$ cat src/rtl/lets_pkg.sv
// lets_pkg: shared types and constants of the logic edge timestamper
// no dependencies; used by lets_cell and logic_edge_timestamper_top

package lets_pkg;

    // field widths
    localparam int SAMPLE_W = 8;
    localparam int CHAN_W   = 3;
    localparam int TIME_W   = 64;
    localparam int NS_W     = 30;
    localparam int CFG_IDX_W  = 3;
    localparam int CFG_DATA_W = 30;

    // input beat kinds carried in s_tuser
    localparam logic OP_START  = 1'b0;
    localparam logic OP_SAMPLE = 1'b1;

    // configuration register indexes
    localparam logic [CFG_IDX_W-1:0] REG_ENABLE   = 3'd0;
    localparam logic [CFG_IDX_W-1:0] REG_RISING   = 3'd1;
    localparam logic [CFG_IDX_W-1:0] REG_FALLING  = 3'd2;
    localparam logic [CFG_IDX_W-1:0] REG_RECEIVER = 3'd3;
    localparam logic [CFG_IDX_W-1:0] REG_NS       = 3'd4;

    // reset values of the configuration registers
    localparam logic [CHAN_W-1:0] RECEIVER_RESET = 3'd1;
    localparam logic [NS_W-1:0]   NS_RESET       = 30'd125;

    // one pending edge event held in a cell
    typedef struct packed {
        logic              valid;
        logic [CHAN_W-1:0] channel;
        logic              level;
        logic              stop;
    } slot_t;

    // control from the sequencer to every cell
    typedef struct packed {
        logic capture;   // take the masked sample as the new previous level
        logic load;      // load the edge event of this sample into the slot
        logic shift;     // move slots one place towards the head
    } cell_ctrl_t;

endpackage

$ cat src/rtl/lets_cell.sv
// lets_cell: one channel of the edge detection row
// holds the previous level and one event slot; depends on lets_pkg

module lets_cell #(
    parameter int IDX = 0
) (
    input  logic                      clk,
    input  logic                      rst_n,
    input  lets_pkg::cell_ctrl_t      ctrl,
    input  logic                      cur_bit,
    input  logic                      rise_en,
    input  logic                      fall_en,
    input  logic [lets_pkg::CHAN_W-1:0] rx_sel,
    input  lets_pkg::slot_t           slot_in,
    output lets_pkg::slot_t           slot_out
);

    localparam logic [lets_pkg::CHAN_W-1:0] CH = lets_pkg::CHAN_W'(IDX);

    logic            prev_reg;
    logic            prev_next;
    lets_pkg::slot_t slot_reg;
    lets_pkg::slot_t slot_next;
    lets_pkg::slot_t own_event;
    logic            changed;
    logic            is_rx;

    // edge classification of this channel
    always_comb
    begin
        changed = cur_bit ^ prev_reg;
        is_rx   = (rx_sel == CH);
        own_event.channel = CH;
        own_event.level   = cur_bit;
        own_event.stop    = is_rx;
        if (is_rx)
        begin
            own_event.valid = changed & cur_bit;
        end
        else
        begin
            own_event.valid = changed & (cur_bit ? rise_en : fall_en);
        end
    end

    // slot load, shift or hold
    always_comb
    begin
        prev_next = ctrl.capture ? cur_bit : prev_reg;
        if (ctrl.load)
        begin
            slot_next = own_event;
        end
        else if (ctrl.shift)
        begin
            slot_next = slot_in;
        end
        else
        begin
            slot_next = slot_reg;
        end
    end

    // previous level and event slot
    always_ff @(posedge clk or negedge rst_n)
    begin
        if (!rst_n)
        begin
            prev_reg <= 1'b0;
            slot_reg <= '0;
        end
        else
        begin
            prev_reg <= prev_next;
            slot_reg <= slot_next;
        end
    end

    assign slot_out = slot_reg;

endmodule

$ cat src/rtl/logic_edge_timestamper_top.sv
// logic_edge_timestamper_top: sample sequencer, time stamp multiply and output register
// instantiates a row of lets_cell; depends on lets_pkg
//
// channel  dir  beat contents
// s_*      in   tdata[7:0] sample_bits; tuser op (0 start, 1 sample)
// m_*      out  tdata channel, level, time_ns; tuser trace_stop; tlast last_of_run
// cfg_*    in   register index and write data, one write per cycle, no wait
//
// a start beat or a priming sample is only accepted and leaves the block ready
// any other sample is accepted, then passes the states MUL_LO and MUL_HI of the split
// 64 x 30 multiply and then SUM; ST_SCAN then shifts the events out of the cells, one
// event shift per cycle while m_tready allows, until no cell holds an event; a stalled
// m_tready holds the cell row; reset leaves the block ready at once

module logic_edge_timestamper_top #(
    parameter int CHANNELS = 8
) (
    input  logic        clk,
    input  logic        rst_n,
    input  logic        s_tvalid,
    output logic        s_tready,
    input  logic [7:0]  s_tdata,   // [7:0] sample_bits
    input  logic        s_tuser,   // [0] op
    output logic        m_tvalid,
    input  logic        m_tready,
    output logic [71:0] m_tdata,   // [2:0] channel, [3] level, [67:4] time_ns, zero above
    output logic        m_tuser,   // [0] trace_stop
    output logic        m_tlast,
    input  logic        cfg_we,
    input  logic [lets_pkg::CFG_IDX_W-1:0]  cfg_index,
    input  logic [lets_pkg::CFG_DATA_W-1:0] cfg_data
);

    localparam int LANES = (CHANNELS < lets_pkg::SAMPLE_W) ? CHANNELS : lets_pkg::SAMPLE_W;

    localparam logic [2:0] ST_IDLE   = 3'd0;
    localparam logic [2:0] ST_MUL_LO = 3'd1;
    localparam logic [2:0] ST_MUL_HI = 3'd2;
    localparam logic [2:0] ST_SUM    = 3'd3;
    localparam logic [2:0] ST_SCAN   = 3'd4;

    // configuration
    logic [lets_pkg::SAMPLE_W-1:0] enable_reg;
    logic [lets_pkg::SAMPLE_W-1:0] rising_reg;
    logic [lets_pkg::SAMPLE_W-1:0] falling_reg;
    logic [lets_pkg::CHAN_W-1:0]   receiver_reg;
    logic [lets_pkg::NS_W-1:0]     ns_reg;

    // sequencer and counter
    logic [2:0]                  state_reg;
    logic [2:0]                  state_next;
    logic                        awaiting_reg;
    logic                        awaiting_next;
    logic [lets_pkg::TIME_W-1:0] counter_reg;
    logic [lets_pkg::TIME_W-1:0] counter_next;

    // time stamp datapath
    logic [lets_pkg::TIME_W-1:0] cnt_lat_reg;
    logic [61:0]                 p_lo_reg;
    logic [31:0]                 p_hi_reg;
    logic [lets_pkg::TIME_W-1:0] stamp_reg;
    logic [31:0]                 p_hi_full;

    // output register
    logic                        out_valid_reg;
    logic                        out_valid_next;
    logic [lets_pkg::CHAN_W-1:0] out_chan_reg;
    logic                        out_level_reg;
    logic                        out_stop_reg;
    logic                        out_last_reg;
    logic [lets_pkg::TIME_W-1:0] out_time_reg;

    logic                        accept;
    logic                        sample_acc;
    logic                        can_move;
    logic                        any_valid;
    logic                        rest_valid;
    logic                        out_load;
    lets_pkg::cell_ctrl_t        ctrl;
    lets_pkg::slot_t             slots [LANES+1];
    logic [lets_pkg::SAMPLE_W-1:0] cur;

    assign s_tready   = (state_reg == ST_IDLE);
    assign accept     = s_tvalid && s_tready;
    assign sample_acc = accept && (s_tuser == lets_pkg::OP_SAMPLE);
    assign cur        = s_tdata & enable_reg;
    assign can_move   = !out_valid_reg || m_tready;

    // configuration writes
    always_ff @(posedge clk or negedge rst_n)
    begin
        if (!rst_n)
        begin
            enable_reg   <= '0;
            rising_reg   <= '0;
            falling_reg  <= '0;
            receiver_reg <= lets_pkg::RECEIVER_RESET;
            ns_reg       <= lets_pkg::NS_RESET;
        end
        else if (cfg_we)
        begin
            unique case (cfg_index)
                lets_pkg::REG_ENABLE:   enable_reg   <= cfg_data[lets_pkg::SAMPLE_W-1:0];
                lets_pkg::REG_RISING:   rising_reg   <= cfg_data[lets_pkg::SAMPLE_W-1:0];
                lets_pkg::REG_FALLING:  falling_reg  <= cfg_data[lets_pkg::SAMPLE_W-1:0];
                lets_pkg::REG_RECEIVER: receiver_reg <= cfg_data[lets_pkg::CHAN_W-1:0];
                lets_pkg::REG_NS:       ns_reg       <= cfg_data[lets_pkg::NS_W-1:0];
                default: ;
            endcase
        end
    end

    // cell row status
    always_comb
    begin
        any_valid  = 1'b0;
        rest_valid = 1'b0;
        for (int k = 0; k < LANES; k++)
        begin
            any_valid = any_valid | slots[k].valid;
            if (k > 0)
            begin
                rest_valid = rest_valid | slots[k].valid;
            end
        end
    end

    // control to the cells
    always_comb
    begin
        ctrl.capture = sample_acc;
        ctrl.load    = sample_acc && !awaiting_reg;
        ctrl.shift   = (state_reg == ST_SCAN) && can_move && any_valid;
    end

    assign out_load = ctrl.shift && slots[0].valid;
    assign slots[LANES] = '0;

    // row of channel cells, slot k fed from slot k+1
    for (genvar k = 0; k < LANES; k++)
    begin : g_cell
        lets_cell #(
            .IDX(k)
        ) u_cell (
            .clk      (clk),
            .rst_n    (rst_n),
            .ctrl     (ctrl),
            .cur_bit  (cur[k]),
            .rise_en  (rising_reg[k]),
            .fall_en  (falling_reg[k]),
            .rx_sel   (receiver_reg),
            .slot_in  (slots[k+1]),
            .slot_out (slots[k])
        );
    end

    // sequencer
    always_comb
    begin
        state_next    = state_reg;
        awaiting_next = awaiting_reg;
        counter_next  = counter_reg;
        unique case (state_reg)
            ST_IDLE:
            begin
                if (accept && (s_tuser == lets_pkg::OP_START))
                begin
                    counter_next  = '0;
                    awaiting_next = 1'b1;
                end
                else if (sample_acc)
                begin
                    counter_next  = counter_reg + 64'd1;
                    awaiting_next = 1'b0;
                    if (!awaiting_reg)
                    begin
                        state_next = ST_MUL_LO;
                    end
                end
            end
            ST_MUL_LO: state_next = ST_MUL_HI;
            ST_MUL_HI: state_next = ST_SUM;
            ST_SUM:    state_next = ST_SCAN;
            ST_SCAN:
            begin
                if (!any_valid)
                begin
                    state_next = ST_IDLE;
                end
            end
            default: state_next = ST_IDLE;
        endcase
    end

    always_ff @(posedge clk or negedge rst_n)
    begin
        if (!rst_n)
        begin
            state_reg    <= ST_IDLE;
            awaiting_reg <= 1'b1;
            counter_reg  <= '0;
        end
        else
        begin
            state_reg    <= state_next;
            awaiting_reg <= awaiting_next;
            counter_reg  <= counter_next;
        end
    end

    // time stamp: low and high halves of the count times ns, then the sum
    assign p_hi_full = cnt_lat_reg[63:32] * {2'b00, ns_reg};

    always_ff @(posedge clk)
    begin
        if (sample_acc)
        begin
            cnt_lat_reg <= counter_reg;
        end
        if (state_reg == ST_MUL_LO)
        begin
            p_lo_reg <= {30'd0, cnt_lat_reg[31:0]} * {32'd0, ns_reg};
        end
        if (state_reg == ST_MUL_HI)
        begin
            p_hi_reg <= p_hi_full;
        end
        if (state_reg == ST_SUM)
        begin
            stamp_reg <= {2'b00, p_lo_reg} + {p_hi_reg, 32'd0};
        end
    end

    // output register
    always_comb
    begin
        if (out_load)
        begin
            out_valid_next = 1'b1;
        end
        else if (m_tready)
        begin
            out_valid_next = 1'b0;
        end
        else
        begin
            out_valid_next = out_valid_reg;
        end
    end

    always_ff @(posedge clk or negedge rst_n)
    begin
        if (!rst_n)
        begin
            out_valid_reg <= 1'b0;
        end
        else
        begin
            out_valid_reg <= out_valid_next;
        end
    end

    always_ff @(posedge clk)
    begin
        if (out_load)
        begin
            out_chan_reg  <= slots[0].channel;
            out_level_reg <= slots[0].level;
            out_stop_reg  <= slots[0].stop;
            out_last_reg  <= !rest_valid;
            out_time_reg  <= stamp_reg;
        end
    end

    assign m_tvalid = out_valid_reg;
    assign m_tdata  = {4'd0, out_time_reg, out_level_reg, out_chan_reg};
    assign m_tuser  = out_stop_reg;
    assign m_tlast  = out_last_reg;

`ifndef SYNTHESIS
    // no event may remain in the row while a new beat can be taken
    assert property (@(posedge clk) disable iff (!rst_n)
        (state_reg == ST_IDLE) |-> !any_valid)
        else $error("cell row not empty while ready");

    // the last event of a sample leaves the row empty
    assert property (@(posedge clk) disable iff (!rst_n)
        (out_load && !rest_valid) |=> !any_valid)
        else $error("events left behind the last beat");

    // multiply steps run in fixed order into the scan
    assert property (@(posedge clk) disable iff (!rst_n)
        (state_reg == ST_MUL_LO) |=> (state_reg == ST_MUL_HI))
        else $error("multiply sequence broken");

    assert property (@(posedge clk) disable iff (!rst_n)
        (state_reg == ST_SUM) |=> (state_reg == ST_SCAN))
        else $error("sum not followed by scan");

    // a priming sample gives no event and keeps the block ready
    assert property (@(posedge clk) disable iff (!rst_n)
        (sample_acc && awaiting_reg) |=> ((state_reg == ST_IDLE) && !any_valid))
        else $error("priming sample produced work");
`endif

endmodule
$ cat config.mk
export PLATFORM = sky130hd
export DESIGN_NAME = logic_edge_timestamper_top
export DESIGN_NICKNAME = d
export VERILOG_FILES = /design/src/rtl/lets_pkg.sv /design/src/rtl/lets_cell.sv /design/src/rtl/logic_edge_timestamper_top.sv
export SDC_FILE = /design/constraint.sdc
export NUM_CORES = 2
export LEC_CHECK = 0
export ABC_CLOCK_PERIOD_IN_PS = 8800
export BUFFER_PORTS_ARGS = -buffer_cell sky130_fd_sc_hd__buf_2
export CORE_ASPECT_RATIO = 0.75
export CORE_MARGIN = 2
export CORE_UTILIZATION = 66
export CTS_CLUSTER_DIAMETER = 30
export CTS_CLUSTER_SIZE = 40
export DETAILED_ROUTE_END_ITERATION = 10
export PLACE_DENSITY = 0.91
export SLEW_MARGIN = 30
export SYNTH_ARGS = -nofsm -noshare
export SYNTH_HDL_FRONTEND = slang
export SYNTH_SLANG_ARGS = --single-unit
$ cat constraint.sdc
create_clock -name clk -period 8.8 [get_ports clk]
set_clock_uncertainty 0.2 [all_clocks]
set_input_delay 0.44 -clock clk [delete_from_list [all_inputs] [get_ports clk]]
set_output_delay 0.44 -clock clk [all_outputs]
set_load 0.01 [all_outputs]
== Yosys cells after proc, flatten, opt, wreduce, memory -nomap -nowiden ==
Index checks and enable logic that the tools add are counted.

* $add $sub $neg: 2
* Multipliers: 2
* Equality and inequality tests: 19
* Mux-type cells: 43
* Bitwise logic cells: 39
* Reductions and logical operators: 24

{| class="wikitable"
|+ Operators by type and width
! kind !! count
|-
| 64-bit 2-to-1 mux || 2
|-
| 6-bit 2-to-1 mux || 16
|-
| 62-bit by 64-bit adder with 64-bit output || 1
|-
| 64-bit by 1-bit adder with 64-bit output, second input constant || 1
|-
| 32-bit by 30-bit multiplier with 62-bit output || 1
|-
| 32-bit by 30-bit multiplier with 32-bit output || 1
|-
| 1-bit 2-to-1 mux || 20
|-
| 3-bit by 2-bit equality test with 1-bit output, second input constant || 6
|-
| 3-bit equality test, second input constant || 6
|-
| 1-bit AND || 16
|-
| 3-bit case mux with 5 select lines || 1
|-
| 1-bit OR || 13
|-
| 3-bit 2-to-1 mux || 4
|-
| 2-bit AND reduction || 6
|-
| 3-bit by 1-bit equality test with 1-bit output, second input constant || 3
|-
| 3-bit logical NOT || 3
|-
| 8-bit AND || 1
|-
| 1-bit bitwise XOR || 8
|-
| 1-bit logical AND || 7
|-
| 2-bit != test, second input constant || 3
|-
| 2-bit nonzero test || 3
|-
| 4-bit AND reduction || 1
|-
| 1-bit logical NOT || 3
|-
| 2-bit by 1-bit != test with 1-bit output, second input constant || 1
|-
| 2 further kinds || 2
|}

* Bits in registers: 474
* Input bits: 47
* Output and inout bits: 76

== Logic depth before layout (Yosys ltp) ==
* Depth after elaboration: 10
* Gate-level depth with buffers: 30
* Mapped depth without buffers: 28

== Hierarchy ==
From an unflattened synthesis, not the netlist that was laid out.

* Cells, all modules: 6608
* Area total of the unflattened synthesis: 65806.9 sq um

{| class="wikitable"
|+ Modules (own cells, without submodules)
! module !! instances !! cells each !! area each (sq um) !! seq. area each (sq um)
|-
| logic_edge_timestamper_top || 1 || 6369 || 63170.6 || 11931.4
|-
| lets_cell (g_cell[3].u_cell ...) || 3 || 30 || 339.1 || 175.2
|-
| lets_cell (g_cell[1].u_cell ...) || 3 || 30 || 324.1 || 175.2
|-
| lets_cell (g_cell[7].u_cell) || 1 || 29 || 326.6 || 175.2
|-
| lets_cell (g_cell[0].u_cell) || 1 || 30 || 320.3 || 175.2
|}

== Worst setup path after synthesis ==
Ideal clock, no wire load.

* Path type: register to register
* From: register ns_reg[6] (netlist name)
* To: register p_lo_reg[54] (data pin)
* Library setup time: 195 ps
* Data arrival time: 7582 ps
* Data required time: 8405 ps
* Setup slack: 823 ps
* Cell stages (with the launch flop): 30
* Path buffers: 2
* Period minus slack after synthesis: 7977 ps
* Cell sequence: dfstp_2 > clkbuf_1 > clkbuf_1 > nand2_1 > fa_1 > inv_1 > fa_1 > fa_1 > inv_1 > fa_1 > inv_1 > fa_1 > inv_1 > fa_1 > inv_1 > fa_1 > inv_1 > fa_1 > inv_1 > ha_1 > a21oi_1 > a21boi_0 > a2111oi_4 > nand3_2 > o22ai_2 > o21ai_1 > a211oi_2 > or2_1 > or4b_1 > o311ai_0

* Cells in the longest elaborated chain, start to end: 1

{| class="wikitable"
|+ Ends and longest elaborated chain
! element !! line !! RTL
|-
| start: declaration || logic_edge_timestamper_top.sv:47 || <nowiki>logic [lets_pkg::NS_W-1:0] ns_reg;</nowiki>
|-
| start signal: assignment || logic_edge_timestamper_top.sv:98 || <nowiki>ns_reg <= lets_pkg::NS_RESET;</nowiki>
|-
| start signal: assignment || logic_edge_timestamper_top.sv:107 || <nowiki>lets_pkg::REG_NS: ns_reg <= cfg_data[lets_pkg::NS_W-1:0];</nowiki>
|-
| 32-bit by 30-bit multiplier with 62-bit output || logic_edge_timestamper_top.sv:222 || <nowiki>p_lo_reg <= {30'd0, cnt_lat_reg[31:0]} * {32'd0, ns_reg};</nowiki>
|-
| end signal: assignment || logic_edge_timestamper_top.sv:222 ||
|-
| end: declaration || logic_edge_timestamper_top.sv:59 || <nowiki>logic [61:0] p_lo_reg;</nowiki>
|}

No other way between the ends.
A chain may end at the register's enable or synchronous reset.

== Final worst setup path ==
* From: register ns_reg[15] (netlist name)
* To: register p_lo_reg[53] (data pin)

The elaborated chain is that of the path after synthesis.

==> impl_summary.md <==
Timing
The worst path uses roughly 97% of the clock period. The setup violation total in the final timing report is 0. At the pin with the least slew margin, the transition time is around 1200 ps. After layout, the minimum clock period comes to 8580 ps. The total count of max-transition violations in the final report came to 0. After layout, the worst setup slack is 223 ps.

Measured against its own limit, the worst slew margin works out to 22.4%. The number of hold-slack violations in the final timing report is 0. Based on the critical path, the design can be clocked at up to roughly 0.12 GHz.

Setup repair after global routing left no endpoint under its margin. The summed negative setup slack over all endpoints is 0 ps. Hold is met by 19.5 ps.

Critical path
The type of origin of the critical path is a register. The data arrival time of the critical path is about 9000 ps. STA classifies the critical path endpoint as a register. The register-to-register setup slack is 220 ps. The largest driver fanout on the critical path is 14. The required time at the endpoint of the critical path is 9040 ps. The worst setup path category is register to register.

Finish
Cells fill 72.9% of the core in the end. From synthesis to final layout, the design area changed by 8.97%. The fraction of final layout cells with drive strength greater than 1 is roughly 8%. After the last flow step, the layout net total stands at 8353. The library cells used most frequently in the layout, excluding fill and tap cells, are 1364 x sky130_fd_sc_hd__inv_1, 1246 x sky130_fd_sc_hd__fa_1, 878 x sky130_fd_sc_hd__nand2_1. The most common cell after layout, fill and taps aside is sky130_fd_sc_hd__inv_1.

Status
The run finished with clean final reports.

Die
The die covers 0.102 mm². Row generation in the floorplan step produced slightly below 100 rows. The die is 367 µm wide. The top-level I/O count is about 120. The placeable core region is roughly 0.098 mm². The initial cell density of the core is 66.9%. The die span in y is around 280 µm.

Worst hold path
The worst hold path class is primary input to async pin.

CTS
The number of clock buffers inserted by TritonCTS is 82. Clock-pin slew was measured on the worst setup and hold paths at ~50 ps. The worst-case clock buffer depth is 3. The clock tree from TritonCTS is done.

The root buffer cell is sky130_fd_sc_hd__clkbuf_16. The H-tree was split into 3 levels. The number of clock sinks seen by CTS is about 470. Clock latency on the worst-skew pair, taken at its later pin, is 720 ps.

Route
For this run, design rule violations remaining after detail routing come to 0. The pre-antenna-repair detailed-routing pass consisted of 10 iterations. The count of nets left with antenna violations once routing finished came out at 0. After the first detailed-routing iteration, the DRC count stood at 5919. For this block, the via count after detailed routing is 49147. The final layout contains routed wiring with a total length of 188000 µm. The mean routed wirelength per cell is 23.4 µm. Dividing the detail-routed via count by the number of cells gives roughly 6.

Global routing
The number of global-route vias before repair is roughly 54000. The total overflow reported by the global router is 0. The initial antenna violation count was 11. The first global-routing pass estimated 294000 µm of wire. Entering global routing, the biggest net connects 86 pins. The global-route total usage across every layer is between 30% and 40%.

Logic synthesis
After synthesis, the cell types taking the most area are sky130_fd_sc_hd__fa_1 38%, sky130_fd_sc_hd__edfxtp_1 13%, sky130_fd_sc_hd__inv_1 7.8%. Synthesis produced a netlist whose cell count is 6603. The area fraction of the dominant cell type after synthesis is a little under two fifths. The count of warnings emitted by yosys is 0. The synthesized design contains approximately 290 enable-type register cells.

The register bit total from synthesis is between 400 and 500. After synthesis, the netlist uses 83 different library cells. The average instance in the mapped netlist occupies 9.90 µm².

After synthesis the cells add up to about 0.065 mm². The share of async-settable or async-resettable flops after synthesis is a little under two fifths. The most used flip-flop cell after synthesis is sky130_fd_sc_hd__edfxtp_1.

The biggest area contributor in the post-synthesis netlist is sky130_fd_sc_hd__fa_1. The share of synthesized area occupied by flip-flops and latches is 20.3%.

Placement
Before CTS, the worst setup slack after placement is 255 ps. The wire-length estimate of the detail-placed layout is between 100000 and 150000 µm. The weighted congestion at the end of routability-driven global placement is 0.983. The number of port buffers is 118.

Run
Max-cap violations in this run came to 0.
## final timing paths
| check | to | depth (start not counted) | start |
|---|---|---|---|
| worst max-delay path | p_lo_reg[53]$_DFFE_PP_ | 26 | ns_reg[15]$_DFFE_PN0P_ |
| worst min-delay path | counter_reg[51]$_DFFE_PN0P_ | 2 | rst_n |
| worst max register to register | p_lo_reg[53]$_DFFE_PP_ | 26 | ns_reg[15]$_DFFE_PN0P_ |
| worst min register to register | out_time_reg[47]$_DFFE_PP_ | 0 | stamp_reg[47]$_DFFE_PP_ |
| max in group asynchronous | ns_reg[11]$_DFFE_PN0P_ | 3 | rst_n |
| min in group clk | receiver_reg[2]$_DFFE_PN0P_ | 3 | cfg_index[0] |
## cells by family (layout without fill, tap and decap cells)
group,after synthesis,after routing,synth area share (%)
AO/OA/AOI/OAI,433,433,4.28
XOR/XNOR,215,215,2.88
adder cells (fa/ha/maj),1644,1644,45.8
buffers and inverters,1725,1850,9.94
flip-flops,471,471,20.3
multiplexers,66,66,1.12
other,1,15,0.00574
AND/OR/NAND/NOR,2048,2048,15.7
## synth_stat cells (10+ instances only)
master,count
sky130_fd_sc_hd__a211oi_1,11
sky130_fd_sc_hd__a21o_1,55
sky130_fd_sc_hd__a21oi_1,133
sky130_fd_sc_hd__a31oi_1,25
sky130_fd_sc_hd__and2_1,802
sky130_fd_sc_hd__and3_1,19
sky130_fd_sc_hd__and4_1,10
sky130_fd_sc_hd__clkbuf_1,349
sky130_fd_sc_hd__dfrtp_1,171
sky130_fd_sc_hd__edfxtp_1,292
sky130_fd_sc_hd__fa_1,1246
sky130_fd_sc_hd__ha_1,398
sky130_fd_sc_hd__inv_1,1365
sky130_fd_sc_hd__mux2_2,58
sky130_fd_sc_hd__nand2_1,879
sky130_fd_sc_hd__nand2b_1,16
sky130_fd_sc_hd__nand3_1,64
sky130_fd_sc_hd__nand4_1,24
sky130_fd_sc_hd__nor2_1,135
sky130_fd_sc_hd__nor2b_1,13
sky130_fd_sc_hd__nor3_1,32
sky130_fd_sc_hd__o21a_1,18
sky130_fd_sc_hd__o21ai_0,93
sky130_fd_sc_hd__o21bai_1,15
sky130_fd_sc_hd__or3_1,12
sky130_fd_sc_hd__xnor2_1,139
sky130_fd_sc_hd__xor2_1,76
## per-stage QoR
stage | std cells | instance area, µm²
final | 8055 | 71200
after global routing | 8047 | 71200
after CTS | 8018 | 70800
after detailed placement | 7824 | 67500
after global placement | 7824 | 67400
after floorplan | 6606 | 65400
## final cells by class
class	instances	area, µm²
well taps	1313	1640
multi-input cells	4410	45700
fillers	6018	26500
clock buffers	87	2090
diodes	11	27.5
repair buffers	332	2520
inverters	1365	5120
clock inverters	66	867
flip-flops and latches	471	13300
## worst max-delay path: stages, from the launching register on
cell	delay, ps
sky130_fd_sc_hd__dfrtp_1	780
sky130_fd_sc_hd__buf_4	330
sky130_fd_sc_hd__nand2_1	100
sky130_fd_sc_hd__fa_1	450
sky130_fd_sc_hd__inv_1	80
sky130_fd_sc_hd__fa_1	420
sky130_fd_sc_hd__inv_1	80
sky130_fd_sc_hd__fa_1	440
sky130_fd_sc_hd__fa_1	520
sky130_fd_sc_hd__inv_1	60
sky130_fd_sc_hd__fa_1	550
sky130_fd_sc_hd__fa_1	440
sky130_fd_sc_hd__fa_1	550
sky130_fd_sc_hd__inv_1	70
sky130_fd_sc_hd__fa_1	480
sky130_fd_sc_hd__inv_1	50
sky130_fd_sc_hd__ha_1	360
sky130_fd_sc_hd__o21ai_0	200
sky130_fd_sc_hd__a21oi_1	100
sky130_fd_sc_hd__a221o_1	350
sky130_fd_sc_hd__and3_4	200
sky130_fd_sc_hd__a31oi_4	240
sky130_fd_sc_hd__nor3_1	110
sky130_fd_sc_hd__or3_4	440
sky130_fd_sc_hd__a221oi_4	400
sky130_fd_sc_hd__o21ai_1	160
sky130_fd_sc_hd__xnor2_1	150
## timing repair
item                                    CTS  global route
setup buffers                             0            23
hold buffers                             41             0
endpoints found under the setup margin    0             9
endpoints found under the hold margin   101             0
resized for setup                         0            15
## per-layer routing
metal  vias up  global-route usage, %  share of wire, %
met3      1212                   12.5                13
met1     24225                   45.2                33
met2      3727                   57.8                45
li1      19979                      -                 -
met5         -                   1.41              0.11
met4         4                   26.7               8.9
Power is not shown: default switching activity piles up to over one toggle a cycle in this logic, so the estimate is an artifact.
